==> config.mk <==
export PLATFORM = sky130hd
export DESIGN_NAME = multilevel_priority_run_queue_top_flat
export DESIGN_NICKNAME = d
export VERILOG_FILES = /design/src/sv/mlprq_pkg.sv /design/src/sv/mlprq_if.sv /design/src/sv/mlprq_ram.sv /design/src/sv/mlprq_ctrl.sv /design/src/sv/mlprq_dp.sv /design/src/sv/multilevel_priority_run_queue_top.sv /design/src/flat_wrapper.sv
export SDC_FILE = /design/constraint.sdc
export NUM_CORES = 2
export LEC_CHECK = 0
export BUFFER_PORTS_ARGS = -buffer_cell sky130_fd_sc_hd__buf_2
export CORE_ASPECT_RATIO = 0.9
export CORE_MARGIN = 2
export CORE_UTILIZATION = 40
export CTS_CLUSTER_DIAMETER = 30
export DETAILED_ROUTE_END_ITERATION = 10
export PLACE_DENSITY_LB_ADDON = 0.1
export REMOVE_ABC_BUFFERS = 1
export SLEW_MARGIN = 20
export SYNTH_ARGS = -nofsm -noshare
export SYNTH_HDL_FRONTEND = slang
export SYNTH_SLANG_ARGS = --single-unit
==> constraint.sdc <==
create_clock -name i_clk -period 19.3 [get_ports i_clk]
set_clock_uncertainty 0.15 [all_clocks]
set_input_delay 0.965 -clock i_clk [delete_from_list [all_inputs] [get_ports i_clk]]
set_output_delay 0.965 -clock i_clk [all_outputs]
set_load 0.01 [all_outputs]
==> src/sv/mlprq_pkg.sv <==
package mlprq_pkg;

    localparam int DEF_PROCESS_SLOTS   = 64;
    localparam int DEF_PRIORITY_LEVELS = 5;

    localparam int CMD_W     = 2;
    localparam int SLOT_W    = 6;
    localparam int NPRI_W    = 4;
    localparam int STATUS_W  = 2;
    localparam int PRI_OUT_W = 3;

    typedef enum logic [CMD_W-1:0] {
        CMD_SET  = 2'd0,
        CMD_ENQ  = 2'd1,
        CMD_DEQ  = 2'd2,
        CMD_READ = 2'd3
    } t_cmd;

    typedef enum logic [STATUS_W-1:0] {
        ST_OK     = 2'd0,
        ST_RANGE  = 2'd1,
        ST_EMPTY  = 2'd2,
        ST_QUEUED = 2'd3
    } t_status;

    typedef enum logic [1:0] {
        LVOP_NONE,
        LVOP_UNLINK,
        LVOP_APPEND
    } t_lv_op;

    typedef enum logic [1:0] {
        LVSEL_DEQ,
        LVSEL_OLD,
        LVSEL_NEW
    } t_lv_sel;

    typedef enum logic [1:0] {
        PRI_ZERO,
        PRI_DEQ,
        PRI_OLD,
        PRI_NEW
    } t_pri_sel;

    typedef enum logic [1:0] {
        SLOT_ZERO,
        SLOT_ECHO,
        SLOT_X
    } t_slot_sel;

    typedef struct packed {
        logic      capture;
        logic      fetch;
        t_lv_op    lv_op;
        t_lv_sel   lv_sel;
        logic      lvl_wr;
        logic      lvl_inq;
        logic      res_load;
        t_status   res_status;
        t_slot_sel res_slot;
        t_pri_sel  res_pri;
        logic      load_out;
    } t_ctl;

    typedef struct packed {
        t_cmd cmd;
        logic slot_ok;
        logic np_ok;
        logic inq;
        logic any_queued;
        logic out_free;
    } t_dp_stat;

endpackage

==> src/sv/mlprq_if.sv <==
interface mlprq_cmd_if;
    import mlprq_pkg::*;

    logic              valid;
    logic              ready;
    logic [CMD_W-1:0]  command;
    logic [SLOT_W-1:0] slot;
    logic [NPRI_W-1:0] req_priority;

    modport source(output valid, command, slot, req_priority, input ready);
    modport sink(input valid, command, slot, req_priority, output ready);
endinterface

interface mlprq_res_if;
    import mlprq_pkg::*;

    logic                 valid;
    logic                 ready;
    logic [STATUS_W-1:0]  status;
    logic [SLOT_W-1:0]    slot_out;
    logic [PRI_OUT_W-1:0] priority_out;

    modport source(output valid, status, slot_out, priority_out, input ready);
    modport sink(input valid, status, slot_out, priority_out, output ready);
endinterface

==> src/sv/mlprq_ram.sv <==
module mlprq_ram #(
    parameter int WIDTH = 8,
    parameter int DEPTH = 64
) (
    input  logic                     i_clk,
    input  logic                     i_wr_en,
    input  logic [$clog2(DEPTH)-1:0] i_wr_addr,
    input  logic [WIDTH-1:0]         i_wr_data,
    input  logic                     i_rd_en,
    input  logic [$clog2(DEPTH)-1:0] i_rd_addr,
    output logic [WIDTH-1:0]         o_rd_data
);
    logic [WIDTH-1:0] r_mem [DEPTH];
    logic [WIDTH-1:0] r_rd_data;

    always_ff @(posedge i_clk) begin
        if (i_wr_en) begin
            r_mem[i_wr_addr] <= i_wr_data;
        end
        if (i_rd_en) begin
            r_rd_data <= r_mem[i_rd_addr];
        end
    end

    assign o_rd_data = r_rd_data;
endmodule

==> src/sv/mlprq_ctrl.sv <==
module mlprq_ctrl (
    input  logic                i_clk,
    input  logic                i_rst_n,
    input  logic                i_in_valid,
    output logic                o_in_ready,
    input  mlprq_pkg::t_dp_stat i_stat,
    output mlprq_pkg::t_ctl     o_ctl
);
    import mlprq_pkg::*;

    typedef enum logic [2:0] {
        S_IDLE,
        S_FETCH,
        S_EXEC,
        S_APPEND,
        S_HOLD
    } t_state;

    t_state r_state;
    t_state n_state;

    always_ff @(posedge i_clk) begin
        if (!i_rst_n) begin
            r_state <= S_IDLE;
        end else begin
            r_state <= n_state;
        end
    end

    assign o_in_ready = (r_state == S_IDLE);

    always_comb begin
        o_ctl   = '0;
        n_state = r_state;
        unique case (r_state)
            S_IDLE: begin
                if (i_in_valid) begin
                    o_ctl.capture = 1'b1;
                    n_state       = S_FETCH;
                end
            end
            S_FETCH: begin
                o_ctl.fetch = 1'b1;
                if (i_stat.cmd == CMD_DEQ && !i_stat.any_queued) begin
                    o_ctl.res_load   = 1'b1;
                    o_ctl.res_status = ST_EMPTY;
                    o_ctl.res_slot   = SLOT_ZERO;
                    o_ctl.res_pri    = PRI_ZERO;
                    n_state          = S_HOLD;
                end else if (i_stat.cmd != CMD_DEQ && !i_stat.slot_ok) begin
                    o_ctl.res_load   = 1'b1;
                    o_ctl.res_status = ST_OK;
                    o_ctl.res_slot   = SLOT_ECHO;
                    o_ctl.res_pri    = PRI_ZERO;
                    n_state          = S_HOLD;
                end else begin
                    n_state = S_EXEC;
                end
            end
            S_EXEC: begin
                o_ctl.res_load   = 1'b1;
                o_ctl.res_status = ST_OK;
                o_ctl.res_slot   = SLOT_ECHO;
                o_ctl.res_pri    = PRI_OLD;
                o_ctl.lv_sel     = LVSEL_OLD;
                n_state          = S_HOLD;
                unique case (i_stat.cmd)
                    CMD_DEQ: begin
                        o_ctl.lv_op    = LVOP_UNLINK;
                        o_ctl.lv_sel   = LVSEL_DEQ;
                        o_ctl.lvl_wr   = 1'b1;
                        o_ctl.res_slot = SLOT_X;
                        o_ctl.res_pri  = PRI_DEQ;
                    end
                    CMD_READ: begin
                    end
                    CMD_SET: begin
                        if (!i_stat.np_ok) begin
                            o_ctl.res_status = ST_RANGE;
                        end else if (!i_stat.inq) begin
                            o_ctl.lv_sel  = LVSEL_NEW;
                            o_ctl.lvl_wr  = 1'b1;
                            o_ctl.res_pri = PRI_NEW;
                        end else begin
                            o_ctl.lv_op   = LVOP_UNLINK;
                            o_ctl.res_pri = PRI_NEW;
                            n_state       = S_APPEND;
                        end
                    end
                    CMD_ENQ: begin
                        if (i_stat.inq) begin
                            o_ctl.res_status = ST_QUEUED;
                        end else begin
                            o_ctl.lv_op   = LVOP_APPEND;
                            o_ctl.lvl_wr  = 1'b1;
                            o_ctl.lvl_inq = 1'b1;
                        end
                    end
                    default: begin
                    end
                endcase
            end
            S_APPEND: begin
                o_ctl.lv_op   = LVOP_APPEND;
                o_ctl.lv_sel  = LVSEL_NEW;
                o_ctl.lvl_wr  = 1'b1;
                o_ctl.lvl_inq = 1'b1;
                n_state       = S_HOLD;
            end
            S_HOLD: begin
                if (i_stat.out_free) begin
                    o_ctl.load_out = 1'b1;
                    n_state        = S_IDLE;
                end
            end
            default: begin
                n_state = S_IDLE;
            end
        endcase
    end
endmodule

==> src/sv/mlprq_dp.sv <==
module mlprq_dp #(
    parameter int PROCESS_SLOTS   = mlprq_pkg::DEF_PROCESS_SLOTS,
    parameter int PRIORITY_LEVELS = mlprq_pkg::DEF_PRIORITY_LEVELS
) (
    input  logic                             i_clk,
    input  logic                             i_rst_n,
    input  mlprq_pkg::t_ctl                  i_ctl,
    output mlprq_pkg::t_dp_stat              o_stat,
    input  logic [mlprq_pkg::CMD_W-1:0]      i_command,
    input  logic [mlprq_pkg::SLOT_W-1:0]     i_slot,
    input  logic [mlprq_pkg::NPRI_W-1:0]     i_req_priority,
    input  logic                             i_out_ready,
    output logic                             o_out_valid,
    output logic [mlprq_pkg::STATUS_W-1:0]   o_status,
    output logic [mlprq_pkg::SLOT_W-1:0]     o_slot_out,
    output logic [mlprq_pkg::PRI_OUT_W-1:0]  o_priority_out
);
    import mlprq_pkg::*;

    localparam int SlotW = $clog2(PROCESS_SLOTS);
    localparam int LvW   = $clog2(PRIORITY_LEVELS);
    localparam int CntW  = $clog2(PROCESS_SLOTS + 1);

    t_cmd              r_cmd;
    logic [SLOT_W-1:0] r_slot;
    logic [NPRI_W-1:0] r_np;
    logic [SlotW-1:0]  r_x;
    logic [LvW-1:0]    r_lv;
    logic              r_vld_q;

    logic [SlotW-1:0]  r_head [PRIORITY_LEVELS];
    logic [SlotW-1:0]  r_tail [PRIORITY_LEVELS];
    logic [CntW-1:0]   r_cnt  [PRIORITY_LEVELS];
    logic [PROCESS_SLOTS-1:0] r_lvl_vld;

    t_status              r_res_status;
    logic [SLOT_W-1:0]    r_res_slot;
    logic [PRI_OUT_W-1:0] r_res_pri;
    logic                 r_out_valid;
    t_status              r_out_status;
    logic [SLOT_W-1:0]    r_out_slot;
    logic [PRI_OUT_W-1:0] r_out_pri;

    logic [PRIORITY_LEVELS-1:0] nonempty;
    logic [LvW-1:0]   enc_lv;
    logic [SlotW-1:0] fetch_addr;
    logic [SlotW-1:0] next_q;
    logic [SlotW-1:0] prev_q;
    logic [LvW:0]     lvl_rd;
    logic [LvW-1:0]   old_lv;
    logic             inq;
    logic [LvW-1:0]   lv_idx;
    logic [SlotW-1:0] cur_head;
    logic [SlotW-1:0] cur_tail;
    logic [CntW-1:0]  cur_cnt;
    logic             next_we;
    logic [SlotW-1:0] next_wa;
    logic [SlotW-1:0] next_wd;
    logic             prev_we;
    logic [SlotW-1:0] prev_wa;
    logic [SlotW-1:0] prev_wd;
    logic [LvW-1:0]   pri_lv;
    logic             out_free;

    always_comb begin
        enc_lv = '0;
        for (int i = PRIORITY_LEVELS - 1; i >= 0; i--) begin
            nonempty[i] = (r_cnt[i] != '0);
            if (nonempty[i]) begin
                enc_lv = LvW'(i);
            end
        end
    end

    assign fetch_addr = (r_cmd == CMD_DEQ) ? r_head[enc_lv] : SlotW'(r_slot);

    assign old_lv = r_vld_q ? lvl_rd[LvW:1] : '0;
    assign inq    = r_vld_q & lvl_rd[0];

    always_comb begin
        case (i_ctl.lv_sel)
            LVSEL_DEQ: lv_idx = r_lv;
            LVSEL_NEW: lv_idx = LvW'(r_np);
            default:   lv_idx = old_lv;
        endcase
    end

    assign cur_head = r_head[lv_idx];
    assign cur_tail = r_tail[lv_idx];
    assign cur_cnt  = r_cnt[lv_idx];

    always_comb begin
        next_we = 1'b0;
        next_wa = r_x;
        next_wd = r_x;
        prev_we = 1'b0;
        prev_wa = r_x;
        prev_wd = r_x;
        if (i_ctl.lv_op == LVOP_UNLINK && cur_cnt != CntW'(1)
                && cur_head != r_x && cur_tail != r_x) begin
            next_we = 1'b1;
            next_wa = prev_q;
            next_wd = next_q;
            prev_we = 1'b1;
            prev_wa = next_q;
            prev_wd = prev_q;
        end else if (i_ctl.lv_op == LVOP_APPEND && cur_cnt != '0) begin
            next_we = 1'b1;
            next_wa = cur_tail;
            next_wd = r_x;
            prev_we = 1'b1;
            prev_wa = r_x;
            prev_wd = cur_tail;
        end
    end

    mlprq_ram #(.WIDTH(SlotW), .DEPTH(PROCESS_SLOTS)) u_next_ram (
        .i_clk     (i_clk),
        .i_wr_en   (next_we),
        .i_wr_addr (next_wa),
        .i_wr_data (next_wd),
        .i_rd_en   (i_ctl.fetch),
        .i_rd_addr (fetch_addr),
        .o_rd_data (next_q)
    );

    mlprq_ram #(.WIDTH(SlotW), .DEPTH(PROCESS_SLOTS)) u_prev_ram (
        .i_clk     (i_clk),
        .i_wr_en   (prev_we),
        .i_wr_addr (prev_wa),
        .i_wr_data (prev_wd),
        .i_rd_en   (i_ctl.fetch),
        .i_rd_addr (fetch_addr),
        .o_rd_data (prev_q)
    );

    mlprq_ram #(.WIDTH(LvW + 1), .DEPTH(PROCESS_SLOTS)) u_level_ram (
        .i_clk     (i_clk),
        .i_wr_en   (i_ctl.lvl_wr),
        .i_wr_addr (r_x),
        .i_wr_data ({lv_idx, i_ctl.lvl_inq}),
        .i_rd_en   (i_ctl.fetch),
        .i_rd_addr (fetch_addr),
        .o_rd_data (lvl_rd)
    );

    always_ff @(posedge i_clk) begin
        if (i_ctl.capture) begin
            r_cmd  <= t_cmd'(i_command);
            r_slot <= i_slot;
            r_np   <= i_req_priority;
        end
        if (i_ctl.fetch) begin
            r_x <= fetch_addr;
            r_lv <= enc_lv;
        end
    end

    always_ff @(posedge i_clk) begin
        if (!i_rst_n) begin
            r_lvl_vld <= '0;
            r_vld_q   <= 1'b0;
            for (int i = 0; i < PRIORITY_LEVELS; i++) begin
                r_head[i] <= '0;
                r_tail[i] <= '0;
                r_cnt[i]  <= '0;
            end
        end else begin
            if (i_ctl.fetch) begin
                r_vld_q <= r_lvl_vld[fetch_addr];
            end
            if (i_ctl.lvl_wr) begin
                r_lvl_vld[r_x] <= 1'b1;
            end
            case (i_ctl.lv_op)
                LVOP_UNLINK: begin
                    if (cur_cnt == CntW'(1)) begin
                        r_head[lv_idx] <= '0;
                        r_tail[lv_idx] <= '0;
                    end else if (cur_head == r_x) begin
                        r_head[lv_idx] <= next_q;
                    end else if (cur_tail == r_x) begin
                        r_tail[lv_idx] <= prev_q;
                    end
                    r_cnt[lv_idx] <= cur_cnt - CntW'(1);
                end
                LVOP_APPEND: begin
                    if (cur_cnt == '0) begin
                        r_head[lv_idx] <= r_x;
                    end
                    r_tail[lv_idx] <= r_x;
                    r_cnt[lv_idx]  <= cur_cnt + CntW'(1);
                end
                default: begin
                end
            endcase
        end
    end

    always_comb begin
        case (i_ctl.res_pri)
            PRI_DEQ: pri_lv = r_lv;
            PRI_OLD: pri_lv = old_lv;
            PRI_NEW: pri_lv = LvW'(r_np);
            default: pri_lv = '0;
        endcase
    end

    always_ff @(posedge i_clk) begin
        if (i_ctl.res_load) begin
            r_res_status <= i_ctl.res_status;
            r_res_pri    <= PRI_OUT_W'(pri_lv);
            case (i_ctl.res_slot)
                SLOT_ECHO: r_res_slot <= r_slot;
                SLOT_X:    r_res_slot <= SLOT_W'(r_x);
                default:   r_res_slot <= '0;
            endcase
        end
        if (i_ctl.load_out) begin
            r_out_status <= r_res_status;
            r_out_slot   <= r_res_slot;
            r_out_pri    <= r_res_pri;
        end
    end

    always_ff @(posedge i_clk) begin
        if (!i_rst_n) begin
            r_out_valid <= 1'b0;
        end else if (i_ctl.load_out) begin
            r_out_valid <= 1'b1;
        end else if (i_out_ready) begin
            r_out_valid <= 1'b0;
        end
    end

    assign out_free = !r_out_valid || i_out_ready;

    assign o_stat.cmd        = r_cmd;
    assign o_stat.slot_ok    = (int'(r_slot) < PROCESS_SLOTS);
    assign o_stat.np_ok      = (int'(r_np) <= PRIORITY_LEVELS - 1);
    assign o_stat.inq        = inq;
    assign o_stat.any_queued = |nonempty;
    assign o_stat.out_free   = out_free;

    assign o_out_valid    = r_out_valid;
    assign o_status       = r_out_status;
    assign o_slot_out     = r_out_slot;
    assign o_priority_out = r_out_pri;
endmodule

==> src/sv/multilevel_priority_run_queue_top.sv <==
// A command passes from acceptance through the fetch, execute and hold steps around the
// registered reads of the link and level memories; a set-priority that moves a queued slot
// adds an append step, and an empty dequeue or a slot beyond range skips the execute step.
// A finished result waits in an output register; no new command is accepted before then.
// Reset is synchronous and active low: all queues become empty, every slot reads priority
// zero and not queued, and the output channel goes idle.
module multilevel_priority_run_queue_top #(
    parameter int PROCESS_SLOTS   = mlprq_pkg::DEF_PROCESS_SLOTS,
    parameter int PRIORITY_LEVELS = mlprq_pkg::DEF_PRIORITY_LEVELS
) (
    input  logic        i_clk,
    input  logic        i_rst_n,
    mlprq_cmd_if.sink   i_cmd,
    mlprq_res_if.source o_res
);
    import mlprq_pkg::*;

    t_ctl     ctl;
    t_dp_stat stat;
    logic     in_ready;

    mlprq_ctrl u_ctrl (
        .i_clk      (i_clk),
        .i_rst_n    (i_rst_n),
        .i_in_valid (i_cmd.valid),
        .o_in_ready (in_ready),
        .i_stat     (stat),
        .o_ctl      (ctl)
    );

    mlprq_dp #(
        .PROCESS_SLOTS   (PROCESS_SLOTS),
        .PRIORITY_LEVELS (PRIORITY_LEVELS)
    ) u_dp (
        .i_clk          (i_clk),
        .i_rst_n        (i_rst_n),
        .i_ctl          (ctl),
        .o_stat         (stat),
        .i_command      (i_cmd.command),
        .i_slot         (i_cmd.slot),
        .i_req_priority (i_cmd.req_priority),
        .i_out_ready    (o_res.ready),
        .o_out_valid    (o_res.valid),
        .o_status       (o_res.status),
        .o_slot_out     (o_res.slot_out),
        .o_priority_out (o_res.priority_out)
    );

    assign i_cmd.ready = in_ready;
endmodule

==> src/flat_wrapper.sv <==
// flat-port wrapper written by rule: the top's interface ports become plain ports
module multilevel_priority_run_queue_top_flat import mlprq_pkg::*;
#(
    parameter int PROCESS_SLOTS   = mlprq_pkg::DEF_PROCESS_SLOTS,
    parameter int PRIORITY_LEVELS = mlprq_pkg::DEF_PRIORITY_LEVELS
)
  (i_clk, i_rst_n, i_cmd_valid, i_cmd_command, i_cmd_slot, i_cmd_req_priority, i_cmd_ready, o_res_valid, o_res_status, o_res_slot_out, o_res_priority_out, o_res_ready);
  mlprq_cmd_if i_cmd_i ();
  mlprq_res_if o_res_i ();
  input  logic i_clk;
  input  logic i_rst_n;
  input wire logic [$bits(i_cmd_i.valid)-1:0] i_cmd_valid;
  input wire logic [$bits(i_cmd_i.command)-1:0] i_cmd_command;
  input wire logic [$bits(i_cmd_i.slot)-1:0] i_cmd_slot;
  input wire logic [$bits(i_cmd_i.req_priority)-1:0] i_cmd_req_priority;
  output wire logic [$bits(i_cmd_i.ready)-1:0] i_cmd_ready;
  output wire logic [$bits(o_res_i.valid)-1:0] o_res_valid;
  output wire logic [$bits(o_res_i.status)-1:0] o_res_status;
  output wire logic [$bits(o_res_i.slot_out)-1:0] o_res_slot_out;
  output wire logic [$bits(o_res_i.priority_out)-1:0] o_res_priority_out;
  input wire logic [$bits(o_res_i.ready)-1:0] o_res_ready;
  assign i_cmd_i.valid = i_cmd_valid;
  assign i_cmd_i.command = i_cmd_command;
  assign i_cmd_i.slot = i_cmd_slot;
  assign i_cmd_i.req_priority = i_cmd_req_priority;
  assign i_cmd_ready = i_cmd_i.ready;
  assign o_res_valid = o_res_i.valid;
  assign o_res_status = o_res_i.status;
  assign o_res_slot_out = o_res_i.slot_out;
  assign o_res_priority_out = o_res_i.priority_out;
  assign o_res_i.ready = o_res_ready;
  multilevel_priority_run_queue_top #(.PROCESS_SLOTS(PROCESS_SLOTS), .PRIORITY_LEVELS(PRIORITY_LEVELS)) u_core (.i_clk(i_clk), .i_rst_n(i_rst_n), .i_cmd(i_cmd_i), .o_res(o_res_i));
endmodule
==> results.md <==
- The run finished with clean final reports.
- The primary flip-flop cell chosen by synthesis mapping is edfxtp_1.
- In the final layout, the share of cells above drive strength 1 is about an eighth.
- The final count of hold timing violations is 0.
- The synthesized instance count is ~4500.
- The tightest min-delay check is of the in -> reg type.
- The setup slack of the worst register-to-register path is 11450 ps.
- The share of synthesized flip-flops with an asynchronous set or reset is 0%.
- By area, the combinational part of the netlist is dominated by simple AND/OR/NAND/NOR gates.
- The synthesized design spends more area on one cell type than any other, namely edfxtp_1.
- For this run the aggregate overflow at the end of global routing stands at 0.
- The half-perimeter wire length of the detailed placement result is approximately 100000 µm.
- During synthesis, Yosys emitted a total of 0 warnings.
- Counting flops with a built-in enable in the synthesized netlist gives ~1200.
- By area the synthesized netlist is led by edfxtp_1, nand2_1, dfxtp_1.
- The fraction of the mapped netlist area in adder cells is 0.0897%.
- The detailed router's first-iteration violation count is approximately 4100.
- STA classifies the critical path startpoint as a register.
- The final critical path time including I/O delays and setup is around 7900 ps.
- The reg-to-reg critical path startpoint is u_core.u_ctrl.r_state[2].
- Global routing used between 20% and 30% of the available tracks across all layers.
- The number of H-tree levels is 5.
- After synthesis, the share of cell area in mux cells is 2.94%.
- The first global-routing pass estimated roughly 260000 µm of wire.
- In this run the cell area of the synthesized design comes to 55800 µm².
- The initial antenna violation count was 3.
- The cell count of the worst reg-to-reg path is 16.
- The clock reaches the later pin of the worst-skew pair after 890 ps.
- The worst hold path cell count is 1.
- The number of setup buffers added after CTS is 0.
- After clock tree synthesis, the repair step resized 0 gates.
- The average wire length per cell after detail routing is roughly 26 µm.
- Summing all non-filler instances in the final layout gives an area of between 60000 and 70000 µm².
- After clock tree synthesis, the clock-pin slew on the worst setup and hold paths is roughly 50 ps.
- In this run the cell area measured after placement is 57800 µm².
- The remaining design rule violation count is 0.
- In this run the critical register-to-register path is captured at u_core.u_dp.u_prev_ram.r_mem[15][0].
- The clock root buffer is clkbuf_16.
- The post-cts hold buffer count is 0.
- After synthesis, the netlist uses 78 different library cells.
- After filler insertion, the fill cell instance count of the layout stands at about 12000.
- The CTS buffer count is roughly 300.
- The initialized floorplan defines approximately 130 standard-cell rows.
- The maximum number of pins on one net before global-route repair is around 150.
- The final non-filler cell total is around 6600.
- The worst-case IR drop observed on VDD is ~0.082 mV.
- In this run the biggest area consumer among cell types represents between 60 and 70% of the synthesized area.
- The worst path arrival time is approximately 8200 ps.
- The final route contains 38700 vias.
- The pre-antenna-repair detailed-routing pass consisted of 6 iterations.
- Summing all multi-input logic gate instances after layout gives ~16000 µm².
- The post-detailed-route count of antenna-violating nets is 0.
- Counting along the longest clock path gives a buffer depth of 4.
- The number of slew-limit violations in the final report was 0.
- TritonCTS built the clock tree.
- For this run, the post-layout net count is 4589.
- The maximum fanout along the worst path is 83.
- A synthesized cell averages ~12 µm².
- The core region area is between 100000 and 150000 µm².
- The critical path start-end classification is reg -> reg.
- The startpoint identified for the worst hold timing path is i_cmd_slot[1].
- The cell with the most instances after synthesis is edfxtp_1.
- The final period utilization is around two fifths.
- The category of the worst setup path capture point is a register.
- The count of port buffers added during placement is 28.
- The floorplan step set the die height to 358 µm.
- The clock sink count is 1304.
- The number of global-route vias before repair is about 38000.
- The growth of design area from synthesis to finish is 20.9%.
- For this design the top-level I/O count stands at 29.
- Including well taps, the total number of placed cells is between 6000 and 7000.
- Summed over all cells, the static leakage comes to 23.3 nW.
- The total of flip-flops plus latches after synthesis is approximately 1300.
- Across the run, the number of max-cap violations was 0.
- Adding up every negative setup slack in the final design gives 0 ps.
- Summing the areas of all compound-gate instances in the mapped netlist gives between 10 and 15% of the synthesized area.
- Summing all flip-flop and latch instances after layout gives approximately 38000 µm².
- Setup repair after global routing left no endpoint under its margin.
- Power spread over the standard cell area amounts to 128 nW/µm².
- For this configuration, the core starts out at a cell density of around 40%.
- The area share of and/or/nand/nor cells after synthesis is approximately 14%.
- The die span in x is approximately 400 µm.
- The worst-case headroom to the max-slew limit is between 20 and 30%.
- Sequential elements use between 60% and 70% of the synthesized area.
- The actual slew at the worst max-slew pin is 1110 ps.
- The die covers between 100000 and 150000 µm².
- Static timing analysis puts the maximum clock frequency at 127 MHz.
- Sorting the synthesized cells by how often they occur yields edfxtp_1, nand2_1, nand3_1.
- Wires add up to ~170000 µm.
- The critical path required time is between 15000 and 20000 ps.
- The path with the worst hold slack has its endpoint at u_core.u_dp.r_slot[1].
- Dividing the detail-routed via count by the number of cells gives 5.85.
- At the end of routability-driven placement, the weighted congestion stood at approximately 0.83.
- The area share of xor/xnor cells in the synthesized design is less than 1%.
- The setup violation total in the final timing report is 0.
kinds of logic (layout without fill, tap and decap cells):
family / after synthesis / after routing
xor gates and xnor gates: 21 / 21
DFF: 1304 / 1304
and+or+nand+nor: 1792 / 1792
adders and majority gates: 4 / 4
buffers and inverters: 368 / 665
AOI/OAI and AO/OA: 842 / 842
muxes: 156 / 156
other: 0 / 2
layer usage:
layer | up-vias | GRT usage [%] | part of all wire (%) | wire (µm)
met5 | - | 0.265 | 0.031 | 55
met4 | 2 | 9.22 | 3.3 | 5810
met3 | 356 | 4.84 | 7.1 | 12300
met2 | 1621 | 36.0 | 44 | 77200
met1 | 19400 | 35.0 | 45 | 79300
li1 | 17300 | - | - | -
per-stage QoR:
step / utilization, % / total power, mW / worst slack (ps) / hold slack, ps
floorplan: - / 3.66 / -68760 / 250
global placement: 41.9 / 3.85 / 11750 / 257
detailed placement: 41.9 / 3.85 / 11560 / 256
CTS: 48.8 / 8.71 / 11520 / 79.5
global route: 48.9 / 8.90 / 10910 / 85.5
finish: 48.9 / 8.65 / 11450 / 122
registers in the layout, indices dropped and copies added (netlist names), 3 cells and up:
name	cells
u_core.u_dp.u_next_ram.o_rd_data	6
u_core.u_ctrl.r_state	3
u_core.u_dp.r_lv	3
u_core.u_dp.r_cnt	56
u_core.u_dp.u_level_ram.r_mem	256
u_core.u_dp.u_level_ram.o_rd_data	4
u_core.u_dp.u_prev_ram.o_rd_data	6
u_core.u_dp.r_head	48
u_core.u_dp.o_slot_out	6
u_core.u_dp.r_np	4
u_core.u_dp.o_priority_out	3
u_core.u_dp.r_res_slot	6
u_core.u_dp.u_next_ram.r_mem	384
u_core.u_dp.r_res_pri	3
u_core.u_dp.r_lvl_vld	64
u_core.u_dp.r_x	6
u_core.u_dp.u_prev_ram.r_mem	384
u_core.u_dp.r_tail	48
u_core.u_dp.r_slot	6
worst max-delay path by stage:
stage	from	to	slack (ps)	depth (start not counted)
finish	u_core.u_ctrl.r_state[2]	u_core.u_dp.u_prev_ram.r_mem[15][0]	11450	16
floorplan	u_core.u_dp.r_cnt[3][2]	u_core.u_dp.u_level_ram.o_rd_data[1]	-68760	11
global route	u_core.u_ctrl.r_state[2]	u_core.u_dp.u_prev_ram.r_mem[15][0]	10910	16
global placement	u_core.u_ctrl.r_state[2]	u_core.u_dp.u_prev_ram.r_mem[7][5]	11750	16
CTS	u_core.u_ctrl.r_state[2]	u_core.u_dp.u_prev_ram.r_mem[7][3]	11520	16
detailed placement	u_core.u_ctrl.r_state[0]	u_core.u_dp.u_prev_ram.r_mem[7][2]	11560	16
cells in the final DEF, fill, tap and decap left out, types with 19 or more instances in the layout:
cell | synthesis | layout
o31ai_1 | 39 | 38
nand2_1 | 1009 | 1009
a221o_1 | 19 | 19
inv_1 | 46 | 43
clkbuf_1 | 255 | 41
a31oi_1 | 88 | 88
clkinv_1 | 2 | 37
clkinv_2 | 0 | 44
nor2_1 | 212 | 207
nand4_1 | 30 | 30
a22oi_1 | 113 | 113
mux2_2 | 41 | 41
nor2b_1 | 21 | 21
nand3_1 | 275 | 275
xnor2_1 | 19 | 19
bufinv_16 | 0 | 34
a21oi_1 | 109 | 108
o21ai_0 | 51 | 43
a311oi_1 | 118 | 118
a221oi_1 | 74 | 74
edfxtp_1 | 1235 | 1235
clkinvlp_4 | 0 | 27
o21a_1 | 68 | 68
o22ai_1 | 23 | 23
and3_1 | 108 | 108
clkbuf_16 | 0 | 302
mux2i_1 | 113 | 113
nor3_1 | 40 | 35
a211oi_1 | 39 | 37
dfxtp_1 | 69 | 69
buf_2 | 13 | 28
buf_4 | 1 | 63
critical path, stage by stage, from the launching register on:
cell and delay, ps:
dfxtp_1 530, or3b_1 530, a311o_1 310, o221ai_4 130, buf_4 290, inv_4 570, buf_4 840, nand2_1 440
o22ai_1 270, a211oi_1 150, ha_1 350, inv_1 80, o31a_1 250, a21boi_4 200, buf_4 480, nand4_1 650
a221oi_1 1060
power breakdown:
| part | switching [mW] | leakage, nW | total [mW] | internal (mW) |
|---|---|---|---|---|
| sequential | 0.0242 | 11.9 | 3.16 | 3.14 |
| combinational | 0.476 | 6.70 | 0.643 | 0.168 |
| clock | 1.52 | 4.65 | 4.84 | 3.33 |
| total | 2.02 | 23.3 | 8.65 | 6.63 |
layout make-up:
cell class                      instances  area share [%]
Clock buffer                          355            11.7
Antenna cell                            2         0.00742
Sequential cell                      1304            57.0
Timing Repair Buffer                  101            1.12
Clock inverter                        159            2.60
Multi-Input combinational cell       2815            23.9
Tap cell                             1834            3.40
Inverter                               50           0.312
Power figures use the tool's default switching activity.
